<file path="src/design/mvd_fifo.sv">
// ---------------------------------------------------------------------------
// Register queue
// Small first-in first-out queue built from registers.
// ---------------------------------------------------------------------------
module mvd_fifo #(
   parameter int WIDTH = 8,
   parameter int DEPTH = 2
) (
   input  logic             clock,
   input  logic             reset,
   input  logic             push,
   input  logic [WIDTH-1:0] push_data,
   output logic             full,
   input  logic             pop,
   output logic [WIDTH-1:0] pop_data,
   output logic             empty
);

   localparam int PW = (DEPTH > 1) ? $clog2(DEPTH) : 1;
   localparam int CW = $clog2(DEPTH + 1);
   localparam logic [PW-1:0] LAST = PW'(DEPTH - 1);

   logic [WIDTH-1:0] mem_ff [DEPTH];
   logic [PW-1:0]    wr_ptr_ff, wr_ptr_in, rd_ptr_ff, rd_ptr_in;
   logic [CW-1:0]    count_ff, count_in;
   logic             do_push, do_pop;

   assign full     = (count_ff == CW'(DEPTH));
   assign empty    = (count_ff == '0);
   assign do_push  = push & ~full;
   assign do_pop   = pop & ~empty;
   assign pop_data = mem_ff[rd_ptr_ff];

   always_comb begin
      wr_ptr_in = wr_ptr_ff;
      rd_ptr_in = rd_ptr_ff;
      count_in  = count_ff;
      if (do_push) begin
         wr_ptr_in = (wr_ptr_ff == LAST) ? '0 : wr_ptr_ff + 1'b1;
      end
      if (do_pop) begin
         rd_ptr_in = (rd_ptr_ff == LAST) ? '0 : rd_ptr_ff + 1'b1;
      end
      if (do_push && !do_pop) begin
         count_in = count_ff + 1'b1;
      end else if (do_pop && !do_push) begin
         count_in = count_ff - 1'b1;
      end
   end

   always_ff @(posedge clock) begin
      if (reset) begin
         wr_ptr_ff <= '0;
         rd_ptr_ff <= '0;
         count_ff  <= '0;
      end else begin
         wr_ptr_ff <= wr_ptr_in;
         rd_ptr_ff <= rd_ptr_in;
         count_ff  <= count_in;
      end
   end

   always_ff @(posedge clock) begin
      if (do_push) begin
         mem_ff[wr_ptr_ff] <= push_data;
      end
   end

endmodule

</file>
<file path="config.mk">
export PLATFORM = sky130hd
export DESIGN_NAME = mvd_fifo
export DESIGN_NICKNAME = d
export VERILOG_FILES = /design/src/design/mvd_fifo.sv
export SDC_FILE = /design/constraint.sdc
export NUM_CORES = 1
export LEC_CHECK = 0
export BUFFER_PORTS_ARGS = -buffer_cell sky130_fd_sc_hd__buf_2
export CAP_MARGIN = 30
export CORE_AREA = 2 2 45 47
export DETAILED_ROUTE_END_ITERATION = 10
export DIE_AREA = 0 0 47 49
export PLACE_DENSITY = 0.69
export SLEW_MARGIN = 20
export SYNTH_ARGS = -nofsm -noshare
export SYNTH_HDL_FRONTEND = slang
export SYNTH_SLANG_ARGS = --single-unit
</file>
<file path="constraint.sdc">
create_clock -name clock -period 2.03 [get_ports clock]
set_input_delay 0.3045 -clock clock [delete_from_list [all_inputs] [get_ports clock]]
set_output_delay 0.3045 -clock clock [all_outputs]
set_load 0.03 [all_outputs]
</file>
==> metrics.txt, run 1 <==
final worst-path cycle share 0.828; Iteration-0 DRC Markers 2; Yosys top cell by area edfxtp_1; setup TNS 0 ns; Hold Path Class in2reg; critical path, cell by cell mux2_2 -> buf_2; hold-fix buffers at CTS 0; Static Leak 0.381 nW; chip width 47 um; initial antenna violation count 0; final hold vios 0; clock sinks 21; IO buf count 21; global-route wire length before repair 1760 um; Fillers 173; # Max-Cap Violations 0; post-synthesis sequential area ratio 0.732; post-CTS resize count 0; Die Area 2300 sq um; CTS root buf clkbuf_4; highest clock rate 595 MHz; Max transition margin 0.748; # nets final 88; Pre-Repair DR Iteration Count 2; Non-Filler Cell Area, Final 955 sq um; max-slew violations 0; skew final 0.00580 ns; share of cells above drive strength 1 0.459; worst skew pair latency 0.29 ns; routed vias 454; Worst EP arrival 1.38 ns; Reg-to-Reg Start count_ff[0]; WL final 1070 um; Overall Power 1.24 mW; Cell Rows 16; net switching power 0.446 mW; CTS tree built; wire per inst 10.6 um; CTS Buffer Depth 2; synthesized cell area 793 sq um; GP Congestion 0.657; number of CTS-inserted buffers 3; FF+latch count, synth 21; crit path max fanout 8; Inst Count DP 97; Avg Vias per Cell 4.50; hold endpoint mem_ff[1][3]; post-synthesis instance total 50; critical path capture point type output pin; kind of critical path reg2out; sequential power share 0.487; postcts setup bufs 0; slowest stage delay, CP 0.54 ns; post-synth top area share 0.606; WP data required 1.73 ns; Worst-Margin Slew 0.378 ns; IO Count 22; gr ovfl total 0; Final min period 1.68 ns; pwr dens 1300 nW/um^2; Final setup viols 0; hold path depth 1; Synth Warn # 0; CTS H-tree depth 1; Mean Syn Cell Area 15.9 sq um; core box area 1840 sq um; Final ANT Viol Nets 0; largest cells by area after synthesis edfxtp_1 61%, dfxtp_1 13%, mux2_2 11%, xor2_1 3.3%, nor2_1 2.4%; RSZ-0062 raised after global routing no; Clock Pin Slew Worst Setup and Hold Paths 0.11 ns; Combinational Power Share 0.360; ANT cells 0; GRT Total Usage 0.107; Worst Hold Launch push_data[3]; r2r endpoint count_ff[1]; worst reg2reg path depth 4; final non-filler cell total 101; worst vdd ir 0.614 mV; Fin Hold WS 0.197 ns; Critical Path Slowest Stage Cell dfxtp_1; initial core utilization 0.431; Yosys cell types 13; Final WS setup 0.350 ns; pre-CTS setup slack 0.475 ns; CP Buf/Inv Count 1; DRC 0; HPWL after detailed placement 796 um; vias in the first global route 460; syn nets 63; Chip Height 49 um; P&R area growth vs syn 20.3%; clock share of power 0.153; status finished clean; largest net degree at the start of global routing 13; critical path launch point type flip-flop; Net Sw Frac 0.360; Pint 0.791 mW; Core Util, Final 0.518; r2r setup slk 0.47 ns; DP Area 927 sq um; Crit path max-delay family flip-flops
cell usage after synthesis, drive strengths merged:
library cell and n:
nor2b 1, inv 2, buf 1, dfxtp 5, or3 2, and2 1
edfxtp 16, o21ai 3, a21oi 2, mux2 8, xor2 3, ha 1
nor2 5
sequential cells by signal, indices dropped and copies added, names as in the netlist, named ones only:
signal     cells
wr_ptr_ff      1
rd_ptr_ff      1
count_ff       2
mem_ff        16
final cells by class:
class                      count  area [sq um]  share of cell area
multi-input combinational     26           200               0.210
inverter                       2          7.51             0.00786
tap                           27          33.8              0.0354
sequential                    21           581               0.608
timing repair buffer          21           105               0.110
clock buffer                   3          22.5              0.0236
clock inverter                 1          5.00             0.00524
routing by layer:
metal | global-route usage | routed length [um]
met1 | 0.114 | 464
met2 | 0.187 | 526
met3 | 0.0333 | 61
met4 | 0.0417 | 14
met5 | 0 | 0
cell families (layout without fill, tap and decap cells):
| family | count (synthesis) | in the layout | share of synthesized area |
|---|---|---|---|
| AND/OR/NAND/NOR | 9 | 9 | 0.0584 |
| multiplexers | 8 | 8 | 0.114 |
| adder cells (fa/ha/maj) | 1 | 1 | 0.0158 |
| flip-flops | 21 | 21 | 0.732 |
| buffers and inverters | 3 | 27 | 0.0158 |
| AO/OA/AOI/OAI | 5 | 5 | 0.0315 |
| XOR/XNOR | 3 | 3 | 0.0331 |
worst max path at each step:
stage | depth (start not counted) | start | to | slack, ns
2_1_floorplan | 5 | count_ff[1] | count_ff[1] | 0.36
3_3_place_gp | 4 | count_ff[0] | count_ff[1] | 0.54
3_5_place_dp | 4 | count_ff[0] | count_ff[1] | 0.47
4_1_cts | 2 | flip-flop | pop_data[5] | 0.32
5_1_grt | 2 | flip-flop | pop_data[0] | 0.25
6_report | 2 | flip-flop | pop_data[5] | 0.35
power by group through the flow:
stage	registers [mW]	logic, mW	clock network (mW)
3_3_place_gp	0.611	0.446	0
2_1_floorplan	0.585	0.368	0
3_5_place_dp	0.614	0.452	0
6_report	0.603	0.445	0.189
4_1_cts	0.604	0.454	0.192
5_1_grt	0.615	0.488	0.212
cells in the final DEF, fill, tap and decap left out, drive strengths merged:
cell type and instances:
inv 2, ha 1, and2 1, dfxtp 5, nor2 5, nor2b 1, o21ai 3, mux2 8
edfxtp 16, clkbuf 3, a21oi 2, clkinv 1, or3 2, buf 21, xor2 3
(Power assumes the default switching activity.)
==> run 2, diff against run 1 <==
- clock period: 2.03 -> 1.65 ns (I/O delays scaled with it)
==> run 2 against run 1 <==
Effect of this change: via count up 0.22%; sequential share of layout area is 0.14 points lower; final cell count stayed put; core utilization grew 0.34 points; largest power group unchanged; sequential power increased by 25%; combinational power up 25%; wire length grew 6.2%; critical path type is now reg2reg; die area unchanged; sequential cell count unchanged; clock power up 22%.
==> metrics.txt, run 2 (same netlist as run 1, synthesis figures left out) <==
DRC 0; Static Leak 0.380 nW; vias in the first global route 406; wire per inst 11.2 um; highest clock rate 653 MHz; final non-filler cell total 101; sequential power share 0.488; DP Area 932 sq um; Largest Register mem_ff; Worst Hold Launch push_data[0]; # nets final 88; clock sinks 21; worst skew pair latency 0.29 ns; Clock Pin Slew Worst Setup and Hold Paths 0.11 ns; initial core utilization 0.431; postcts setup bufs 0; kind of critical path reg2reg; Chip Height 49 um; CTS Buffer Depth 2; Worst-Margin Slew 0.382 ns; setup TNS 0 ns; final hold vios 0; status finished clean; IO Count 22; Critical Path Slowest Stage Cell dfxtp_1; WL final 1130 um; Iteration-0 DRC Markers 6; final worst-path cycle share 0.928; Pint 0.990 mW; critical path capture point type flip-flop; Non-Filler Cell Area, Final 961 sq um; r2r endpoint count_ff[1]; Fin Hold WS 0.137 ns; GP Congestion 0.641; critical path, cell by cell nor2b_4 -> nor2_1 -> ha_1 -> or3_1 -> a21oi_1; worst reg2reg path depth 5; number of CTS-inserted buffers 3; Die Area 2300 sq um; Inst Count DP 97; Pre-Repair DR Iteration Count 4; ANT cells 0; hold path depth 1; top flop regs mem_ff x16, count_ff x2; CTS root buf clkbuf_4; slowest stage delay, CP 0.40 ns; skew final 0.00459 ns; commonest non-fill, non-tap cell in the layout buf_2; max reg flops 16; worst vdd ir 0.950 mV; P&R area growth vs syn 21.1%; Final ANT Viol Nets 0; largest net degree at the start of global routing 12; # Max-Cap Violations 0; share of cells above drive strength 1 0.473; critical path launch point type flip-flop; gr ovfl total 0; Hold Path Class in2reg; Net Sw Frac 0.358; Avg Vias per Cell 4.50; Final setup viols 0; max-slew violations 0; WP data required 1.88 ns; initial antenna violation count 0; Max transition margin 0.745; GRT Total Usage 0.111; core box area 1840 sq um; crit path max fanout 5; CTS H-tree depth 1; pwr dens 1600 nW/um^2; global-route wire length before repair 1710 um; Reg-to-Reg Start count_ff[1]; Worst EP arrival 1.76 ns; Core Util, Final 0.522; Cell Rows 16; IO buf count 21; clock share of power 0.150; CTS tree built; Combinational Power Share 0.362; RSZ-0062 raised after global routing no; routed vias 455; Final min period 1.53 ns; chip width 47 um; commonest non-fill, non-tap cells in the layout 21 x buf_2, 16 x edfxtp_1, 8 x mux2_2; r2r setup slk 0.12 ns; hold endpoint mem_ff[1][0]; net switching power 0.551 mW
## run 2: timing repair
action / 4_1_cts / 5_1_grt
setup endpoints to repair: 3 / 1
hold buffers: 0 / 0
resized for setup: 1 / 2
hold endpoints to repair: 0 / 0
## run 2: power by group through the flow
stage	sequential [mW]	clock, mW	combinational, mW
final	0.752	0.231	0.558
after global routing	0.766	0.263	0.608
after CTS	0.751	0.234	0.564
after detailed placement	0.760	0	0.562
after global placement	0.756	0	0.552
after floorplan	0.724	0	0.460
## run 2: critical path, delay by kind of cell (launching register included)
family	cells	cell delay, ns
adders and majority gates	1	0.31
AOI/OAI and AO/OA	1	0.14
DFF	1	0.40
and+or+nand+nor	3	0.63
## run 2: how the worst max path moves through the flow
| stage | endpoint | depth (start not counted) | startpoint | slack [ns] |
|---|---|---|---|---|
| floorplan | count_ff[1] | 5 | count_ff[1] | 0.1 |
| global placement | count_ff[1] | 4 | count_ff[0] | 0.14 |
| detailed placement | count_ff[1] | 4 | count_ff[0] | 0.06 |
| CTS | count_ff[1] | 4 | count_ff[0] | 0.04 |
| global route | count_ff[1] | 5 | count_ff[1] | 0.04 |
| finish | count_ff[1] | 5 | count_ff[1] | 0.12 |
## run 2: routing by layer
layer / global-route usage / vias to the layer above / part of all wire
li1: - / 230 / -
met1: 0.141 / 203 / 0.43
met2: 0.160 / 18 / 0.49
met3: 0.0333 / 4 / 0.057
met4: 0.0694 / 0 / 0.027
met5: 0 / - / 0
## run 2: final cells by class
type | count | area [sq um]
Sequential cell | 21 | 583
Fill cell | 175 | 881
Inverter | 2 | 7.51
Timing Repair Buffer | 21 | 105
Clock buffer | 4 | 26.3
Multi-Input combinational cell | 26 | 205
Tap cell | 27 | 33.8
## run 2: stage by stage
step | setup slack [ns] | total power [mW]
after floorplan | 0.0964 | 1.18
after detailed placement | 0.0618 | 1.32
after global placement | 0.136 | 1.31
final | 0.119 | 1.54
after global routing | 0.0441 | 1.64
after CTS | 0.0351 | 1.55
==> run 3, diff against run 2 <==
- ABC_AREA: not set -> 1
- CORE_AREA: 2 2 45 47 -> 2 2 47 49
- DIE_AREA: 0 0 47 49 -> 0 0 49 51
- PLACE_DENSITY: 0.69 -> 0.68
- clock period: 1.65 -> 1.4 ns (I/O delays scaled with it)
==> run 3 against run 2 <==
Effect of this change: the flow now finishes with violations (setup timing); clock-buffer cell count shrank 1; final cell count grew 17%; design area grew 17%; non-clock buffer count grew 4; setup slack lost 0.15 ns; synthesized cell count grew 24%; largest cell class unchanged; largest power group is now combinational cells.
==> metrics.txt, run 3 <==
status finished with violations; failing checks setup timing; pre-CTS setup slack 0.0176 ns; CTS tree built; Yosys cell types 16; worst skew pair latency 0.29 ns; IO Count 22; Cell Rows 17; Avg Vias per Cell 4.53; commonest non-fill, non-tap cell in the layout edfxtp_1; Iteration-0 DRC Markers 11; routed vias 535; DRC 0; RSZ-0062 raised after global routing yes; # Max-Cap Violations 0; pwr dens 1830 nW/um^2; most numerous cell in the Yosys netlist edfxtp_1; HPWL after detailed placement 987 um; ys flop type edfxtp_1; final hold vios 0; commonest non-fill, non-tap cells in the layout 16 x edfxtp_1, 13 x buf_2, 9 x nor2_1; gr ovfl total 0; Die Area 2500 sq um; Final min period 1.43 ns; Final ANT Viol Nets 0; top flop regs mem_ff x16, count_ff x2; global-route wire length before repair 2150 um; post-synthesis instance total 62; initial antenna violation count 0; initial core utilization 0.401; Pre-Repair DR Iteration Count 4; hold path depth 1; kind of critical path reg2out; P&R area growth vs syn 35.8%; worst vdd ir 0.924 mV; Max transition margin 0.873; chip width 49 um; Final WS setup -0.0313 ns; skew final 0.00269 ns; post-synth top area share 0.580; ys async rst share 0; CTS Buffer Depth 2; WP data required 1.19 ns; share of cells above drive strength 1 0.511; wire per inst 11.7 um; critical path launch point type flip-flop; GP Congestion 0.740; FF+latch count, synth 21; commonest cells in the synthesized netlist 16 x edfxtp_1, 9 x nor2_1, 8 x mux2_2, 7 x inv_1, 5 x dfxtp_1; Clock Pin Slew Worst Setup and Hold Paths 0.11 ns; IO buf count 21; Core Util, Final 0.545; hold-fix buffers at CTS 0; # nets final 104; Largest Register mem_ff; CTS H-tree depth 1; WL final 1380 um; Worst-Margin Slew 0.190 ns; synthesized cell area 828 sq um; core box area 2060 sq um; clock sinks 21; critical path capture point type output pin; Final setup viols 8; Non-Filler Cell Area, Final 1120 sq um; Yosys top cell by area edfxtp_1; syn nets 75; worst reg2reg path depth 9; CTS root buf clkbuf_4; Static Leak 0.479 nW; Worst EP arrival 1.22 ns; vias in the first global route 511; post-synthesis sequential area ratio 0.701; number of CTS-inserted buffers 3; largest net degree at the start of global routing 13; max reg flops 16; highest clock rate 699 MHz; final worst-path cycle share 1.02; crit path max fanout 8; Synth Warn # 0; Chip Height 51 um; ANT cells 0; EDFF count, synth 16; Hold Path Class in2reg; GRT Total Usage 0.119; largest cells by area after synthesis edfxtp_1 58%, dfxtp_1 12%, mux2_2 11%, nor2_1 4.1%, inv_1 3.2%; DP Area 1010 sq um; Mean Syn Cell Area 13.4 sq um; max-slew violations 0
## run 3: cell types whose count changed in the layout (fill, tap and decap cells not counted), moves of 4 or more
cell,delta
mux2_4,+8
nor2_1,+4
buf_2,-8
inv_1,+4
nand2_1,+4
mux2_2,-8
buf_6,+8
## run 3: area by class of cell
cell class / count / area (sq um)
inverters: 9 / 33.8
clock buffers: 3 / 22.5
well taps: 28 / 35.0
clock inverters: 1 / 5.00
multi-input cells: 31 / 246
flip-flops and latches: 21 / 584
fillers: 183 / 938
repair buffers: 25 / 198
## run 3: cells by family after synthesis
| logic type | after synthesis | share of synthesized area |
|---|---|---|
| AND/OR/NAND/NOR | 16 | 0.0831 |
| buffers and inverters | 10 | 0.0468 |
| adder cells (fa/ha/maj) | 1 | 0.0151 |
| flip-flops | 21 | 0.701 |
| AO/OA/AOI/OAI | 6 | 0.0453 |
| multiplexers | 8 | 0.109 |
## run 3: power by group
group | total [mW] | leakage, nW | internal, mW | switching (mW)
logic | 0.916 | 0.269 | 0.422 | 0.494
registers | 0.874 | 0.192 | 0.803 | 0.0707
clock network | 0.274 | 0.0177 | 0.106 | 0.168
total | 2.06 | 0.479 | 1.33 | 0.732
## run 3: path summary, 6_finish.rpt
| check | from | to | slack [ns] |
|---|---|---|---|
| setup / recovery | flip-flop | pop_data[3] | -0.03 |
| hold / removal | push_data[4] | mem_ff[0][4] | 0.1 |
| setup reg to reg | count_ff[1] | count_ff[1] | 0.08 |
| hold reg to reg | wr_ptr_ff | wr_ptr_ff | 0.54 |
## run 3: what timing repair did
item                                    4_1_cts  5_1_grt
hold endpoints to repair                      0        0
endpoints found under the setup margin        9       10
gates resized for setup                      25        4
setup buffers                                 0        0
pin swaps                                     1        1
## run 3: critical path, stage by stage (launching register included)
cell	delay, ns
dfxtp_2	0.35
buf_12	0.13
mux2_4	0.31
buf_6	0.14
## run 3: through the flow
stage               power (mW)  setup TNS, ns  instances  hold WS [ns]
finish                    2.06         -0.210        118        0.0966
floorplan                 1.39              0         62         0.309
CTS                       2.05         -0.302        118        0.0868
global route              2.19         -0.709        118        0.0706
detailed placement        1.63              0        114         0.402
global placement          1.61              0        114         0.397
## run 3: metal layers
| layer | GRT usage | share of wire | vias to the layer above |
|---|---|---|---|
| li1 | - | - | 270 |
| met1 | 0.115 | 0.39 | 248 |
| met2 | 0.217 | 0.55 | 15 |
| met3 | 0.0380 | 0.049 | 2 |
| met4 | 0.0810 | 0.010 | 0 |
| met5 | 0 | 0 | - |
