==> src/design/mvd_pkg.sv <==
// ---------------------------------------------------------------------------
// Multiply/divide unit package
// Shared types, operation codes and sizing constants.
// ---------------------------------------------------------------------------
package mvd_pkg;

   localparam int XLEN = 64;
   localparam int QUEUE_DEPTH_DEFAULT = 2;

   localparam logic [3:0] KIND_MUL    = 4'd0;
   localparam logic [3:0] KIND_MULH   = 4'd1;
   localparam logic [3:0] KIND_MULHSU = 4'd2;
   localparam logic [3:0] KIND_MULHU  = 4'd3;
   localparam logic [3:0] KIND_DIV    = 4'd4;
   localparam logic [3:0] KIND_DIVU   = 4'd5;
   localparam logic [3:0] KIND_REM    = 4'd6;
   localparam logic [3:0] KIND_REMU   = 4'd7;
   localparam logic [3:0] KIND_MULW   = 4'd8;
   localparam logic [3:0] KIND_DIVW   = 4'd9;
   localparam logic [3:0] KIND_DIVUW  = 4'd10;
   localparam logic [3:0] KIND_REMW   = 4'd11;
   localparam logic [3:0] KIND_REMUW  = 4'd12;

   typedef struct packed {
      logic [3:0]  kind;
      logic [63:0] operand_a;
      logic [63:0] operand_b;
      logic [4:0]  dest_reg;
   } req_type;

   typedef struct packed {
      logic [63:0] result_value;
      logic [4:0]  result_dest;
   } rsp_type;

   typedef struct packed {
      logic is_mul;
      logic mul_high;
      logic is_word;
      logic want_rem;
      logic neg_res;
      logic zero_res;
   } ctl_type;

   typedef struct packed {
      ctl_type     ctl;
      logic [63:0] op_x;
      logic [63:0] op_y;
      logic [63:0] corr;
      logic [4:0]  dest;
   } dec_type;

endpackage

==> src/design/mvd_front.sv <==
// ---------------------------------------------------------------------------
// Multiply/divide front end
// Classifies an operation and prepares operands, signs and corrections.
// ---------------------------------------------------------------------------
module mvd_front (
   input  mvd_pkg::req_type req,
   output mvd_pkg::dec_type dec
);

   logic        sgn, word, sa, sb;
   logic [63:0] ax, bx;

   always_comb begin
      dec      = '0;
      dec.dest = req.dest_reg;
      word     = (req.kind == mvd_pkg::KIND_DIVW) || (req.kind == mvd_pkg::KIND_DIVUW) ||
                 (req.kind == mvd_pkg::KIND_REMW) || (req.kind == mvd_pkg::KIND_REMUW);
      sgn      = (req.kind == mvd_pkg::KIND_DIV) || (req.kind == mvd_pkg::KIND_REM) ||
                 (req.kind == mvd_pkg::KIND_DIVW) || (req.kind == mvd_pkg::KIND_REMW);
      if (word) begin
         ax = sgn ? {{32{req.operand_a[31]}}, req.operand_a[31:0]}
                  : {32'b0, req.operand_a[31:0]};
         bx = sgn ? {{32{req.operand_b[31]}}, req.operand_b[31:0]}
                  : {32'b0, req.operand_b[31:0]};
      end else begin
         ax = req.operand_a;
         bx = req.operand_b;
      end
      sa = sgn & ax[63];
      sb = sgn & bx[63];
      case (req.kind)
         mvd_pkg::KIND_MUL, mvd_pkg::KIND_MULHU, mvd_pkg::KIND_MULW,
         mvd_pkg::KIND_MULH, mvd_pkg::KIND_MULHSU: begin
            dec.ctl.is_mul   = 1'b1;
            dec.ctl.mul_high = (req.kind == mvd_pkg::KIND_MULH) ||
                               (req.kind == mvd_pkg::KIND_MULHSU) ||
                               (req.kind == mvd_pkg::KIND_MULHU);
            dec.ctl.is_word  = (req.kind == mvd_pkg::KIND_MULW);
            dec.op_x         = req.operand_a;
            dec.op_y         = req.operand_b;
            if (req.kind == mvd_pkg::KIND_MULH) begin
               dec.corr = (req.operand_a[63] ? req.operand_b : 64'b0) +
                          (req.operand_b[63] ? req.operand_a : 64'b0);
            end else if (req.kind == mvd_pkg::KIND_MULHSU) begin
               dec.corr = req.operand_a[63] ? req.operand_b : 64'b0;
            end
         end
         mvd_pkg::KIND_DIV, mvd_pkg::KIND_DIVU, mvd_pkg::KIND_DIVW, mvd_pkg::KIND_DIVUW,
         mvd_pkg::KIND_REM, mvd_pkg::KIND_REMU, mvd_pkg::KIND_REMW,
         mvd_pkg::KIND_REMUW: begin
            dec.ctl.is_word  = word;
            dec.ctl.want_rem = (req.kind == mvd_pkg::KIND_REM) ||
                               (req.kind == mvd_pkg::KIND_REMU) ||
                               (req.kind == mvd_pkg::KIND_REMW) ||
                               (req.kind == mvd_pkg::KIND_REMUW);
            dec.op_x         = sa ? (64'b0 - ax) : ax;
            dec.op_y         = sb ? (64'b0 - bx) : bx;
            if (dec.ctl.want_rem) begin
               dec.ctl.neg_res = sa;
            end else begin
               dec.ctl.neg_res = (sa ^ sb) & (bx != 64'b0);
            end
         end
         default: begin
            dec.ctl.zero_res = 1'b1;
         end
      endcase
   end

endmodule

==> config.mk <==
export PLATFORM = sky130hd
export DESIGN_NAME = mvd_front
export DESIGN_NICKNAME = d
export VERILOG_FILES = /design/src/design/mvd_pkg.sv /design/src/design/mvd_front.sv
export SDC_FILE = /design/constraint.sdc
export NUM_CORES = 1
export LEC_CHECK = 0
export ABC_CLOCK_PERIOD_IN_PS = 6850
export BUFFER_PORTS_ARGS = -buffer_cell sky130_fd_sc_hd__buf_2
export CAP_MARGIN = 20
export CORE_ASPECT_RATIO = 0.5
export CORE_MARGIN = 2
export CORE_UTILIZATION = 40
export DETAILED_ROUTE_END_ITERATION = 7
export GPL_TIMING_DRIVEN = 0
export PLACE_DENSITY = 0.66
export SLEW_MARGIN = 10
export SYNTH_ARGS = -nofsm -noshare
export SYNTH_HDL_FRONTEND = slang
export SYNTH_SLANG_ARGS = --single-unit
export TNS_END_PERCENT = 5
==> constraint.sdc <==
create_clock -name vclk -period 6.85
set_clock_uncertainty 0.2 [all_clocks]
set_input_delay 1.37 -clock vclk [all_inputs]
set_output_delay 1.37 -clock vclk [all_outputs]
set_load 0.05 [all_outputs]
==> impl_metrics.sql, run 1 <==
INSERT INTO impl_metrics (metric_group, metric, value, unit) VALUES
('placed_design', 'global_placer_s_final_weighted_congestion', '1.03', ''),
('grt', 'grt_pass1_vias', '12202', ''),
('layout', 'num-clock-buffers', '0', ''),
('route', 'drt-pass1-iter-count', '5', ''),
('grt', 'gr-usage-all-layers', '36.0', '%'),
('yosys', 'yosys_warnings', '0', ''),
('worst_hold_path', 'min_delay_path_depth', '2', ''),
('timing', 'finalSetupTns', '-0.429', 'ns'),
('route', 'routed-via-count', '13902', ''),
('grt', 'grt_start_max_net_pins', '14', ''),
('layout', 'fillerInstances', '2634', ''),
('timing', 'layout_worst_path_cycle_share', '102', '%'),
('critical_path', 'crit_path_max_fanout', '10', ''),
('grt', 'global_route_wire_length_before_repair', '71900', 'um'),
('critical_path', 'crit_path_cell_trace', 'buf_2 -> or3_1 -> nand3_1 -> clkbuf_1 -> clkbuf_1 -> clkbuf_1 -> o21ai_0 -> nor2_1 -> buf_2', ''),
('placed_design', 'dpl.hpwl', '40100', 'um'),
('route', 'routed_wirelength', '49300', 'um'),
('status', 'violations', 'negative setup slack', ''),
('route', 'post-route-drc-count', '0', ''),
('timing', 'timing.final.setup_violations', '5', ''),
('timing', 'slew_headroom', '19.4', '%'),
('placed_design', 'place_inst', '2254', ''),
('critical_path', 'worst_ep_arrival_time', '5.41', 'ns'),
('die', 'start_util', '40.4', '%'),
('layout', 'flops_and_latches', '0', ''),
('timing', 'fmax', '143', 'MHz'),
('layout', 'ff_latch_area', '0', 'um2'),
('route', 'detailedRoute.firstIterationViolations', '1541', ''),
('yosys', 'number_of_instances_in_the_synthesized_netlist', '1607', ''),
('die', 'fp.dieArea', '25500', 'um2'),
('pwr', 'power.density_cell_area', '95.1', 'nW/um2'),
('yosys', 'synth_seq_area_share', '0', '%'),
('critical_path', 'slowest_stage', 'sky130_fd_sc_hd__clkbuf_1', ''),
('critical_path', 'max_stage_delay', '0.66', 'ns'),
('yosys', 'per_instance_average_area_after_synthesis', '6.01', 'um2'),
('critical_path', 'start_kind', 'primary input', ''),
('grt', 'number_of_antenna_violations_at_the_first_check_in_global_routing', '2', ''),
('route', 'drt-vias-per-instance', '6.16', ''),
('timing', 'max_slew_violation_count', '0', ''),
('yosys', 'syn-num-nets', '1810', ''),
('yosys', 'synthesis.area', '9660', 'um2'),
('critical_path', 'setup.worst_path.end_class', 'output pin', ''),
('timing', 'postLayoutSetupSlackWorst', '-0.132', 'ns'),
('run', 'count_of_max_cap_constraint_violations', '0', ''),
('critical_path', 'type_of_the_setup_path_with_the_least_slack', 'primary input to output pin', ''),
('timing', 'rsz0062_at_grt', 'yes', ''),
('route', 'post_route_antenna_net_violation_count', '0', ''),
('yosys', 'ys_types', '80', ''),
('timing', 'timing_hold_violations_final', '0', ''),
('die', 'io_pins', '340', ''),
('placed_design', 'detailedPlace.worstSlack', '-0.807', 'ns'),
('pwr', 'power_leakage', '5.40', 'nW'),
('layout', 'finalCoreUtilization', '49.6', '%'),
('worst_hold_path', 'whs_endpoint', 'dec[0]', ''),
('layout', 'layout.nets', '2145', ''),
('layout', 'layout-area-overhead-vs-synth', '22.6', '%'),
('worst_hold_path', 'hp-start', 'req[0]', ''),
('route', 'wl_per_cell', '21.9', 'um'),
('die', 'std_cell_rows', '40', ''),
('critical_path', 'cp_common_cell', 'sky130_fd_sc_hd__clkbuf_1', ''),
('die', 'die-width', '224', 'um'),
('grt', 'globalRoute.totalOverflow', '0', ''),
('layout', 'design_area', '11800', 'um2'),
('status', 'run_status', 'complete, but fails checks', ''),
('worst_hold_path', 'worstHoldPathType', 'primary input to output pin', ''),
('timing', 'final_critical_path_time_including_i_o_delays_and_setup', '6.98', 'ns'),
('timing', 'worstMarginPinSlew', '1.21', 'ns'),
('layout', 'instances_no_fill', '2257', ''),
('placed_design', 'dpl_cell_area', '11700', 'um2'),
('pwr', 'max-vdd-ir-drop', '0.0603', 'mV'),
('placed_design', 'numPortBuffers', '331', ''),
('pwr', 'report.power.total', '1.13', 'mW'),
('critical_path', 'data_required_time_of_the_worst_path', '5.28', 'ns'),
('die', 'fp.dieH', '114', 'um'),
('layout', 'post_route_cells_drive_above_1_share', '20.7', '%'),
('die', 'design.core.area', '23900', 'um2'),
('timing', 'worst_hold_slack_across_all_endpoints', '2.84', 'ns');
## per-layer routing
layer	wire length [um]	GRT usage, %	share of wire (%)
met5	0	0	0
met3	5580	7.70	11
met4	1810	12.9	3.7
met1	20700	48.7	42
met2	21200	56.4	43
## cells in the final DEF, fill, tap and decap left out, types with 5 or more instances in the layout
cell,count
sky130_fd_sc_hd__a211oi_1,6
sky130_fd_sc_hd__a21boi_0,5
sky130_fd_sc_hd__a21o_1,54
sky130_fd_sc_hd__a21oi_1,166
sky130_fd_sc_hd__a221oi_1,6
sky130_fd_sc_hd__a22o_1,17
sky130_fd_sc_hd__a311oi_1,6
sky130_fd_sc_hd__a31oi_1,14
sky130_fd_sc_hd__and2_1,135
sky130_fd_sc_hd__and3_1,17
sky130_fd_sc_hd__buf_2,338
sky130_fd_sc_hd__buf_4,8
sky130_fd_sc_hd__clkbuf_1,87
sky130_fd_sc_hd__clkbuf_2,9
sky130_fd_sc_hd__ha_1,65
sky130_fd_sc_hd__inv_1,19
sky130_fd_sc_hd__mux2i_1,15
sky130_fd_sc_hd__nand2_1,174
sky130_fd_sc_hd__nand2b_1,9
sky130_fd_sc_hd__nand3_1,35
sky130_fd_sc_hd__nand4_1,25
sky130_fd_sc_hd__nor2_1,186
sky130_fd_sc_hd__nor2b_1,7
sky130_fd_sc_hd__nor3_1,36
sky130_fd_sc_hd__nor4_1,14
sky130_fd_sc_hd__o21a_1,7
sky130_fd_sc_hd__o21ai_0,158
sky130_fd_sc_hd__o21ai_1,6
sky130_fd_sc_hd__o21bai_1,14
sky130_fd_sc_hd__o31a_1,9
sky130_fd_sc_hd__o31ai_1,25
sky130_fd_sc_hd__o41ai_1,9
sky130_fd_sc_hd__or2_2,6
sky130_fd_sc_hd__or3_1,32
sky130_fd_sc_hd__or3_4,5
sky130_fd_sc_hd__or4_1,13
sky130_fd_sc_hd__xnor2_1,58
sky130_fd_sc_hd__xor2_1,65
## worst max-delay path by stage
| stage | from | end | slack [ns] | depth (start not counted) |
|---|---|---|---|---|
| detailed placement | req[132] | dec[66] | -0.81 | 16 |
| finish | req[134] | dec[175] | -0.13 | 9 |
| global placement | req[132] | dec[66] | -0.81 | 16 |
| floorplan | req[132] | dec[57] | 0.02 | 14 |
| CTS | req[132] | dec[61] | 0.001 | 15 |
| global route | req[134] | dec[175] | -0.04 | 9 |
## critical path, delay by kind of cell
family          cells  cell delay, ns
buf+inv             5            2.32
compound gates      1            0.54
simple gates        3            1.16
## report_power, final
group          internal (mW)  switching, mW  leakage, nW
Sequential                 0              0            0
Combinational          0.303          0.823         5.40
Clock           0.0000000392              0    0.0000127
## kinds of logic (layout without fill, tap and decap cells)
| logic type | Yosys count | count (layout) | share of synthesized area (%) |
|---|---|---|---|
| other cells | 0 | 2 | 0 |
| fa+ha+maj | 67 | 67 | 8.73 |
| simple gates | 716 | 716 | 37.3 |
| buf+inv | 135 | 468 | 5.56 |
| mux | 16 | 16 | 1.67 |
| compound gates | 550 | 550 | 35.5 |
| xor+xnor | 123 | 123 | 11.2 |
## timing repair
item                                   CTS  global route
hold buffers                             0             0
setup endpoints to repair               26            25
setup buffers                            2             1
resized for setup                        9            32
pin swaps                                1             1
endpoints found under the hold margin    0             0
## synthesized netlist by cell type (13+ instances only)
master	instances	share of area, %
sky130_fd_sc_hd__nand4_1	25	1.6
sky130_fd_sc_hd__and3_1	17	1.1
sky130_fd_sc_hd__xnor2_1	58	5.3
sky130_fd_sc_hd__o21ai_0	163	8.4
sky130_fd_sc_hd__a21oi_1	169	8.8
sky130_fd_sc_hd__a21o_1	54	4.2
sky130_fd_sc_hd__nand2_1	174	6.8
sky130_fd_sc_hd__nand3_1	35	1.8
sky130_fd_sc_hd__xor2_1	65	5.9
sky130_fd_sc_hd__and2_1	135	8.7
sky130_fd_sc_hd__mux2i_1	15	1.6
sky130_fd_sc_hd__or4_1	13	1.0
sky130_fd_sc_hd__ha_1	65	8.4
sky130_fd_sc_hd__inv_1	19	0.74
sky130_fd_sc_hd__o31ai_1	25	1.9
sky130_fd_sc_hd__nor4_1	15	0.97
sky130_fd_sc_hd__o21bai_1	14	1.1
sky130_fd_sc_hd__clkbuf_1	98	3.8
sky130_fd_sc_hd__nor2_1	186	7.2
sky130_fd_sc_hd__nor3_1	36	1.9
sky130_fd_sc_hd__a22o_1	17	1.5
sky130_fd_sc_hd__or3_1	32	2.1
sky130_fd_sc_hd__a31oi_1	14	0.91
## layout make-up
cell class / instances / area [um2] / area share (%)
well taps: 315 / 394 / 3.33
repair buffers: 335 / 1690 / 14.3
diodes: 2 / 5.00 / 0.0423
plain buffers: 113 / 465 / 3.93
inverters: 20 / 75.1 / 0.634
multi-input cells: 1472 / 9210 / 77.8
Power figures use the tool's default switching activity.
==> inputs of run 2 (changes only) <==
--- a/config.mk
+++ b/config.mk
@@ -14,6 +14,7 @@
 export DETAILED_ROUTE_END_ITERATION = 7
 export GPL_TIMING_DRIVEN = 0
 export PLACE_DENSITY = 0.66
+export REMOVE_ABC_BUFFERS = 1
 export SLEW_MARGIN = 10
 export SYNTH_ARGS = -nofsm -noshare
 export SYNTH_HDL_FRONTEND = slang
==> impl_metrics.sql, run 2 (synthesis gave the netlist of run 1 again) <==
INSERT INTO impl_metrics (metric_group, metric, value, unit) VALUES
('critical_path', 'max_stage_delay', '0.41', 'ns'),
('layout', 'most_common_cell_after_layout_fill_and_taps_aside', 'sky130_fd_sc_hd__buf_2', ''),
('die', 'std_cell_rows', '40', ''),
('layout', 'design_area', '11500', 'um2'),
('critical_path', 'setup.worst_path.end_class', 'output pin', ''),
('timing', 'timing_hold_violations_final', '0', ''),
('layout', 'layout-area-overhead-vs-synth', '19.5', '%'),
('grt', 'number_of_antenna_violations_at_the_first_check_in_global_routing', '1', ''),
('layout', 'layout.nets', '2036', ''),
('critical_path', 'data_required_time_of_the_worst_path', '5.28', 'ns'),
('timing', 'max_slew_violation_count', '0', ''),
('critical_path', 'worstSetupPathDepth', '15', ''),
('pwr', 'netSwitchingPower', '763', 'uW'),
('layout', 'num-clock-buffers', '0', ''),
('die', 'start_util', '40.4', '%'),
('pwr', 'report.power.total', '1.07', 'mW'),
('critical_path', 'crit_path_start', 'req[132]', ''),
('route', 'wl_per_cell', '19.4', 'um'),
('run', 'count_of_max_cap_constraint_violations', '0', ''),
('route', 'post-route-drc-count', '0', ''),
('route', 'routed-via-count', '13146', ''),
('route', 'post_route_antenna_net_violation_count', '0', ''),
('pwr', 'power.density_cell_area', '92.4', 'nW/um2'),
('critical_path', 'cp_common_cell', 'sky130_fd_sc_hd__o21ai_0', ''),
('placed_design', 'dpl_cell_area', '11400', 'um2'),
('pwr', 'p_clk_share', '0', '%'),
('layout', 'ff_latch_area', '0', 'um2'),
('route', 'drt-pass1-iter-count', '5', ''),
('critical_path', 'critPathTopFamily', 'compound AO/OA/AOI/OAI gates', ''),
('placed_design', 'numPortBuffers', '330', ''),
('route', 'drt-vias-per-instance', '6.12', ''),
('timing', 'rsz0062_at_grt', 'yes', ''),
('critical_path', 'worst-path-buf-inv', '2', ''),
('grt', 'globalRoute.totalOverflow', '0', ''),
('layout', 'layout.cells.most_common_list', 'sky130_fd_sc_hd__buf_2 (325), sky130_fd_sc_hd__nor2_1 (183), sky130_fd_sc_hd__nand2_1 (173)', ''),
('grt', 'global_route_wire_length_before_repair', '63400', 'um'),
('placed_design', 'dpl.hpwl', '33000', 'um'),
('grt', 'grt_start_max_net_pins', '73', ''),
('die', 'io_pins', '340', ''),
('status', 'run_status', 'finished, final reports clean', ''),
('timing', 'worstMarginPinSlew', '1.07', 'ns'),
('route', 'detailedRoute.firstIterationViolations', '1229', ''),
('timing', 'final_critical_path_time_including_i_o_delays_and_setup', '6.66', 'ns'),
('timing', 'layout_worst_path_cycle_share', '97.2', '%'),
('timing', 'fmax', '150', 'MHz'),
('die', 'die-width', '224', 'um'),
('critical_path', 'slowest_stage', 'sky130_fd_sc_hd__fa_1', ''),
('critical_path', 'type_of_the_setup_path_with_the_least_slack', 'primary input to output pin', ''),
('die', 'fp.dieArea', '25500', 'um2'),
('placed_design', 'global_placer_s_final_weighted_congestion', '0.977', ''),
('die', 'fp.dieH', '114', 'um'),
('layout', 'fillerInstances', '2647', ''),
('pwr', 'power_leakage', '5.26', 'nW'),
('pwr', 'comb_power_share', '100.0', '%'),
('timing', 'slew_headroom', '28.9', '%'),
('grt', 'gr-usage-all-layers', '30.6', '%'),
('critical_path', 'crit_path_max_fanout', '67', ''),
('route', 'routed_wirelength', '41600', 'um'),
('pwr', 'max-vdd-ir-drop', '0.0757', 'mV'),
('critical_path', 'worst_ep_arrival_time', '5.09', 'ns'),
('pwr', 'p_sw_share', '71.6', '%'),
('pwr', 'internal_power', '303', 'uW'),
('critical_path', 'worst_setup_path_endpoint', 'dec[57]', ''),
('layout', 'post_route_cells_drive_above_1_share', '21.2', '%'),
('grt', 'grt_pass1_vias', '11534', ''),
('worst_hold_path', 'worstHoldPathType', 'primary input to output pin', ''),
('die', 'design.core.area', '23900', 'um2'),
('layout', 'flops_and_latches', '0', ''),
('critical_path', 'crit_path_cell_trace', 'buf_6 -> and2_1 -> ha_1 -> fa_1 -> a21o_1 -> a311o_1 -> a21boi_2 -> o221ai_2 -> a21oi_2 -> o41a_1 -> o31a_1 -> o21ai_0 -> xnor2_1 -> o21ai_0 -> clkbuf_4', ''),
('pwr', 'power.share.sequential', '0', '%'),
('timing', 'timing.final.setup_violations', '0', ''),
('critical_path', 'start_kind', 'primary input', '');
## run 2: how the worst min path moves through the flow
| stage | start | to | slack [ns] | cells past startpoint |
|---|---|---|---|---|
| floorplan | req[0] | dec[0] | 2.54 | 0 |
| global placement | req[0] | dec[0] | 2.54 | 0 |
| detailed placement | req[0] | dec[0] | 2.54 | 0 |
| CTS | req[0] | dec[0] | 2.54 | 0 |
| global route | req[0] | dec[0] | 2.54 | 0 |
| finish | req[1] | dec[1] | 2.54 | 0 |
## run 2: metal layers
metal	track usage (%)	routed length, um	up-vias
met4	10.2	1530	0
li1	-	-	6264
met2	49.3	18300	687
met1	43.0	18400	6089
met5	0	0	-
met3	2.76	3360	106
## run 2: final cells by class
| class | instances | area, um2 | share of cell area (%) |
|---|---|---|---|
| Multi-Input combinational cell | 1472 | 9230 | 80.0 |
| Timing Repair Buffer | 339 | 1830 | 15.9 |
| Tap cell | 315 | 394 | 3.42 |
| Inverter | 20 | 75.1 | 0.651 |
| Antenna cell | 1 | 2.50 | 0.0217 |
## run 2: power by group through the flow
stage	Clock [mW]	Sequential, mW	Combinational [mW]
finish	0.0000000195	0	1.07
global route	0.0000000195	0	1.13
CTS	0	0	1.05
floorplan	0	0	0.732
detailed placement	0	0	1.04
global placement	0	0	1.04
## run 2: through the flow
step,setup WS [ns],hold slack [ns],TNS (ns),utilization (%),cells
floorplan,0.148,2.54,0,-,1492
global route,-0.0134,2.54,-0.0136,48.3,2147
CTS,0.0966,2.54,0,47.9,2143
detailed placement,-0.842,2.54,-7.64,47.7,2143
finish,0.193,2.54,0,48.3,2147
global placement,-0.870,2.54,-41.32,47.1,2137
## run 2: what timing repair did
action	in CTS	in global routing
endpoints found under the setup margin	18	27
hold buffers	0	0
gates resized for setup	13	15
setup buffers	0	0
pin swaps	0	1
cloned	0	0
==> inputs of run 3 (changes only) <==
--- a/config.mk
+++ b/config.mk
@@ -13,9 +13,9 @@
 export CORE_UTILIZATION = 40
 export DETAILED_ROUTE_END_ITERATION = 7
 export GPL_TIMING_DRIVEN = 0
-export PLACE_DENSITY = 0.66
+export PLACE_DENSITY_LB_ADDON = 0.3
 export REMOVE_ABC_BUFFERS = 1
-export SLEW_MARGIN = 10
+export SLEW_MARGIN = 20
 export SYNTH_ARGS = -nofsm -noshare
 export SYNTH_HDL_FRONTEND = slang
 export SYNTH_SLANG_ARGS = --single-unit
==> impl_metrics.sql, run 3 (synthesis gave the netlist of run 1 again) <==
INSERT INTO impl_metrics (metric_group, metric, value, unit) VALUES
('pwr', 'power.density_cell_area', '92.2', 'nW/um2'),
('layout', 'layout.cells.most_common_list', 'sky130_fd_sc_hd__buf_2 (326), sky130_fd_sc_hd__nor2_1 (182), sky130_fd_sc_hd__nand2_1 (171)', ''),
('critical_path', 'worst-path-buf-inv', '2', ''),
('timing', 'fmax', '148', 'MHz'),
('pwr', 'netSwitchingPower', '762', 'uW'),
('critical_path', 'crit_path_cell_trace', 'buf_6 -> and2_1 -> ha_1 -> fa_1 -> a21o_1 -> a311o_1 -> a21boi_1 -> o221ai_2 -> a21oi_2 -> o41a_1 -> o31a_1 -> o21ai_0 -> xnor2_1 -> o21ai_0 -> buf_2', ''),
('timing', 'finalSetupTns', '0', 'ns'),
('critical_path', 'worstSetupPathDepth', '15', ''),
('critical_path', 'critPathTopFamily', 'compound AO/OA/AOI/OAI gates', ''),
('route', 'drt-vias-per-instance', '6.08', ''),
('grt', 'global_route_wire_length_before_repair', '64000', 'um'),
('die', 'fp.dieArea', '25500', 'um2'),
('pwr', 'comb_power_share', '100.0', '%'),
('grt', 'gr-usage-all-layers', '30.7', '%'),
('pwr', 'max-vdd-ir-drop', '0.0739', 'mV'),
('layout', 'multi_input_area', '9250', 'um2'),
('timing', 'worstMarginPinSlew', '1.05', 'ns'),
('grt', 'grt_start_max_net_pins', '68', ''),
('placed_design', 'place_inst', '2144', ''),
('critical_path', 'crit_path_max_fanout', '67', ''),
('timing', 'max_slew_violation_count', '0', ''),
('timing', 'final_critical_path_time_including_i_o_delays_and_setup', '6.75', 'ns'),
('route', 'routed_wirelength', '41600', 'um'),
('placed_design', 'global_placer_s_final_weighted_congestion', '0.963', ''),
('route', 'drt-pass1-iter-count', '5', ''),
('layout', 'ff_latch_area', '0', 'um2'),
('layout', 'layout.nets', '2034', ''),
('grt', 'grt_pass1_vias', '11623', ''),
('grt', 'globalRoute.totalOverflow', '0', ''),
('run', 'count_of_max_cap_constraint_violations', '0', ''),
('placed_design', 'dpl.hpwl', '32800', 'um'),
('worst_hold_path', 'worstHoldPathType', 'primary input to output pin', ''),
('critical_path', 'slowest_stage', 'sky130_fd_sc_hd__fa_1', ''),
('route', 'post-route-drc-count', '0', ''),
('critical_path', 'max_stage_delay', '0.41', 'ns'),
('timing', 'layout_worst_path_cycle_share', '98.6', '%'),
('layout', 'layout-area-overhead-vs-synth', '19.4', '%'),
('timing', 'timing.final.setup_violations', '0', ''),
('placed_design', 'numPortBuffers', '330', ''),
('pwr', 'power_leakage', '5.25', 'nW'),
('die', 'start_util', '40.4', '%'),
('clocking', 'ctsHoldBuffers', '0', ''),
('pwr', 'report.power.total', '1.06', 'mW'),
('layout', 'instances_no_fill', '2145', ''),
('pwr', 'p_clk_share', '0', '%'),
('grt', 'number_of_antenna_violations_at_the_first_check_in_global_routing', '2', ''),
('timing', 'rsz0062_at_grt', 'yes', ''),
('layout', 'fillerInstances', '2687', ''),
('die', 'std_cell_rows', '40', ''),
('route', 'detailedRoute.firstIterationViolations', '1210', ''),
('status', 'run_status', 'finished, final reports clean', ''),
('die', 'io_pins', '340', ''),
('die', 'die-width', '224', 'um'),
('die', 'design.core.area', '23900', 'um2'),
('critical_path', 'start_kind', 'primary input', ''),
('critical_path', 'worst_setup_path_endpoint', 'dec[57]', ''),
('route', 'wl_per_cell', '19.4', 'um'),
('layout', 'num-clock-buffers', '0', ''),
('critical_path', 'data_required_time_of_the_worst_path', '5.28', 'ns'),
('pwr', 'p_sw_share', '71.6', '%'),
('placed_design', 'detailedPlace.worstSlack', '-0.859', 'ns'),
('layout', 'post_route_cells_drive_above_1_share', '21.4', '%'),
('pwr', 'internal_power', '302', 'uW'),
('route', 'routed-via-count', '13043', ''),
('worst_hold_path', 'hp-start', 'req[1]', ''),
('pwr', 'power.share.sequential', '0', '%'),
('layout', 'most_common_cell_after_layout_fill_and_taps_aside', 'sky130_fd_sc_hd__buf_2', ''),
('timing', 'postLayoutSetupSlackWorst', '0.0974', 'ns'),
('route', 'post_route_antenna_net_violation_count', '0', ''),
('timing', 'timing_hold_violations_final', '0', ''),
('critical_path', 'worst_ep_arrival_time', '5.18', 'ns'),
('die', 'fp.dieH', '114', 'um'),
('timing', 'slew_headroom', '30.0', '%'),
('critical_path', 'type_of_the_setup_path_with_the_least_slack', 'primary input to output pin', ''),
('layout', 'flops_and_latches', '0', ''),
('critical_path', 'crit_path_start', 'req[132]', ''),
('clocking', 'cts_setup_buffers', '0', ''),
('critical_path', 'setup.worst_path.end_class', 'output pin', ''),
('critical_path', 'cp_common_cell', 'sky130_fd_sc_hd__o21ai_0', '');
[run 3: metrics by stage]
| step | hold WS [ns] | area (um2) | util [%] |
|---|---|---|---|
| floorplan | 2.54 | 9190 | - |
| global placement | 2.54 | 11200 | 47.1 |
| detailed placement | 2.54 | 11400 | 47.8 |
| CTS | 2.54 | 11500 | 48.0 |
| global route | 2.54 | 11500 | 48.3 |
| finish | 2.54 | 11500 | 48.3 |
[run 3: area by class of cell]
| class | instances | share of cell area [%] |
|---|---|---|
| Timing Repair Buffer | 337 | 15.7 |
| Multi-Input combinational cell | 1472 | 80.2 |
| Inverter | 20 | 0.651 |
| Tap cell | 315 | 3.42 |
| Antenna cell | 1 | 0.0217 |
[run 3: per-layer routing]
| layer | part of all wire (%) | track usage [%] |
|---|---|---|
| met5 | 0.031 | 0 |
| met4 | 3.1 | 8.71 |
| met3 | 7.0 | 2.65 |
| met2 | 45 | 50.3 |
| met1 | 45 | 43.3 |
[run 3: power by group through the flow]
stage,Clock [mW],Sequential (mW),Combinational (mW)
2_1_floorplan,0,0,0.732
6_report,0.0000000195,0,1.06
3_5_place_dp,0,0,1.04
4_1_cts,0,0,1.05
3_3_place_gp,0,0,1.03
5_1_grt,0.0000000195,0,1.13
[run 3: what timing repair did]
item | CTS | global route
pin swaps | 0 | 1
endpoints found under the setup margin | 21 | 26
gates resized for setup | 14 | 12
[run 3: worst min-delay path by stage]
stage / cells past startpoint / to / slack, ns
floorplan: 0 / dec[0] / 2.54
global placement: 0 / dec[0] / 2.54
detailed placement: 0 / dec[0] / 2.54
CTS: 0 / dec[0] / 2.54
global route: 0 / dec[0] / 2.54
finish: 0 / dec[1] / 2.54
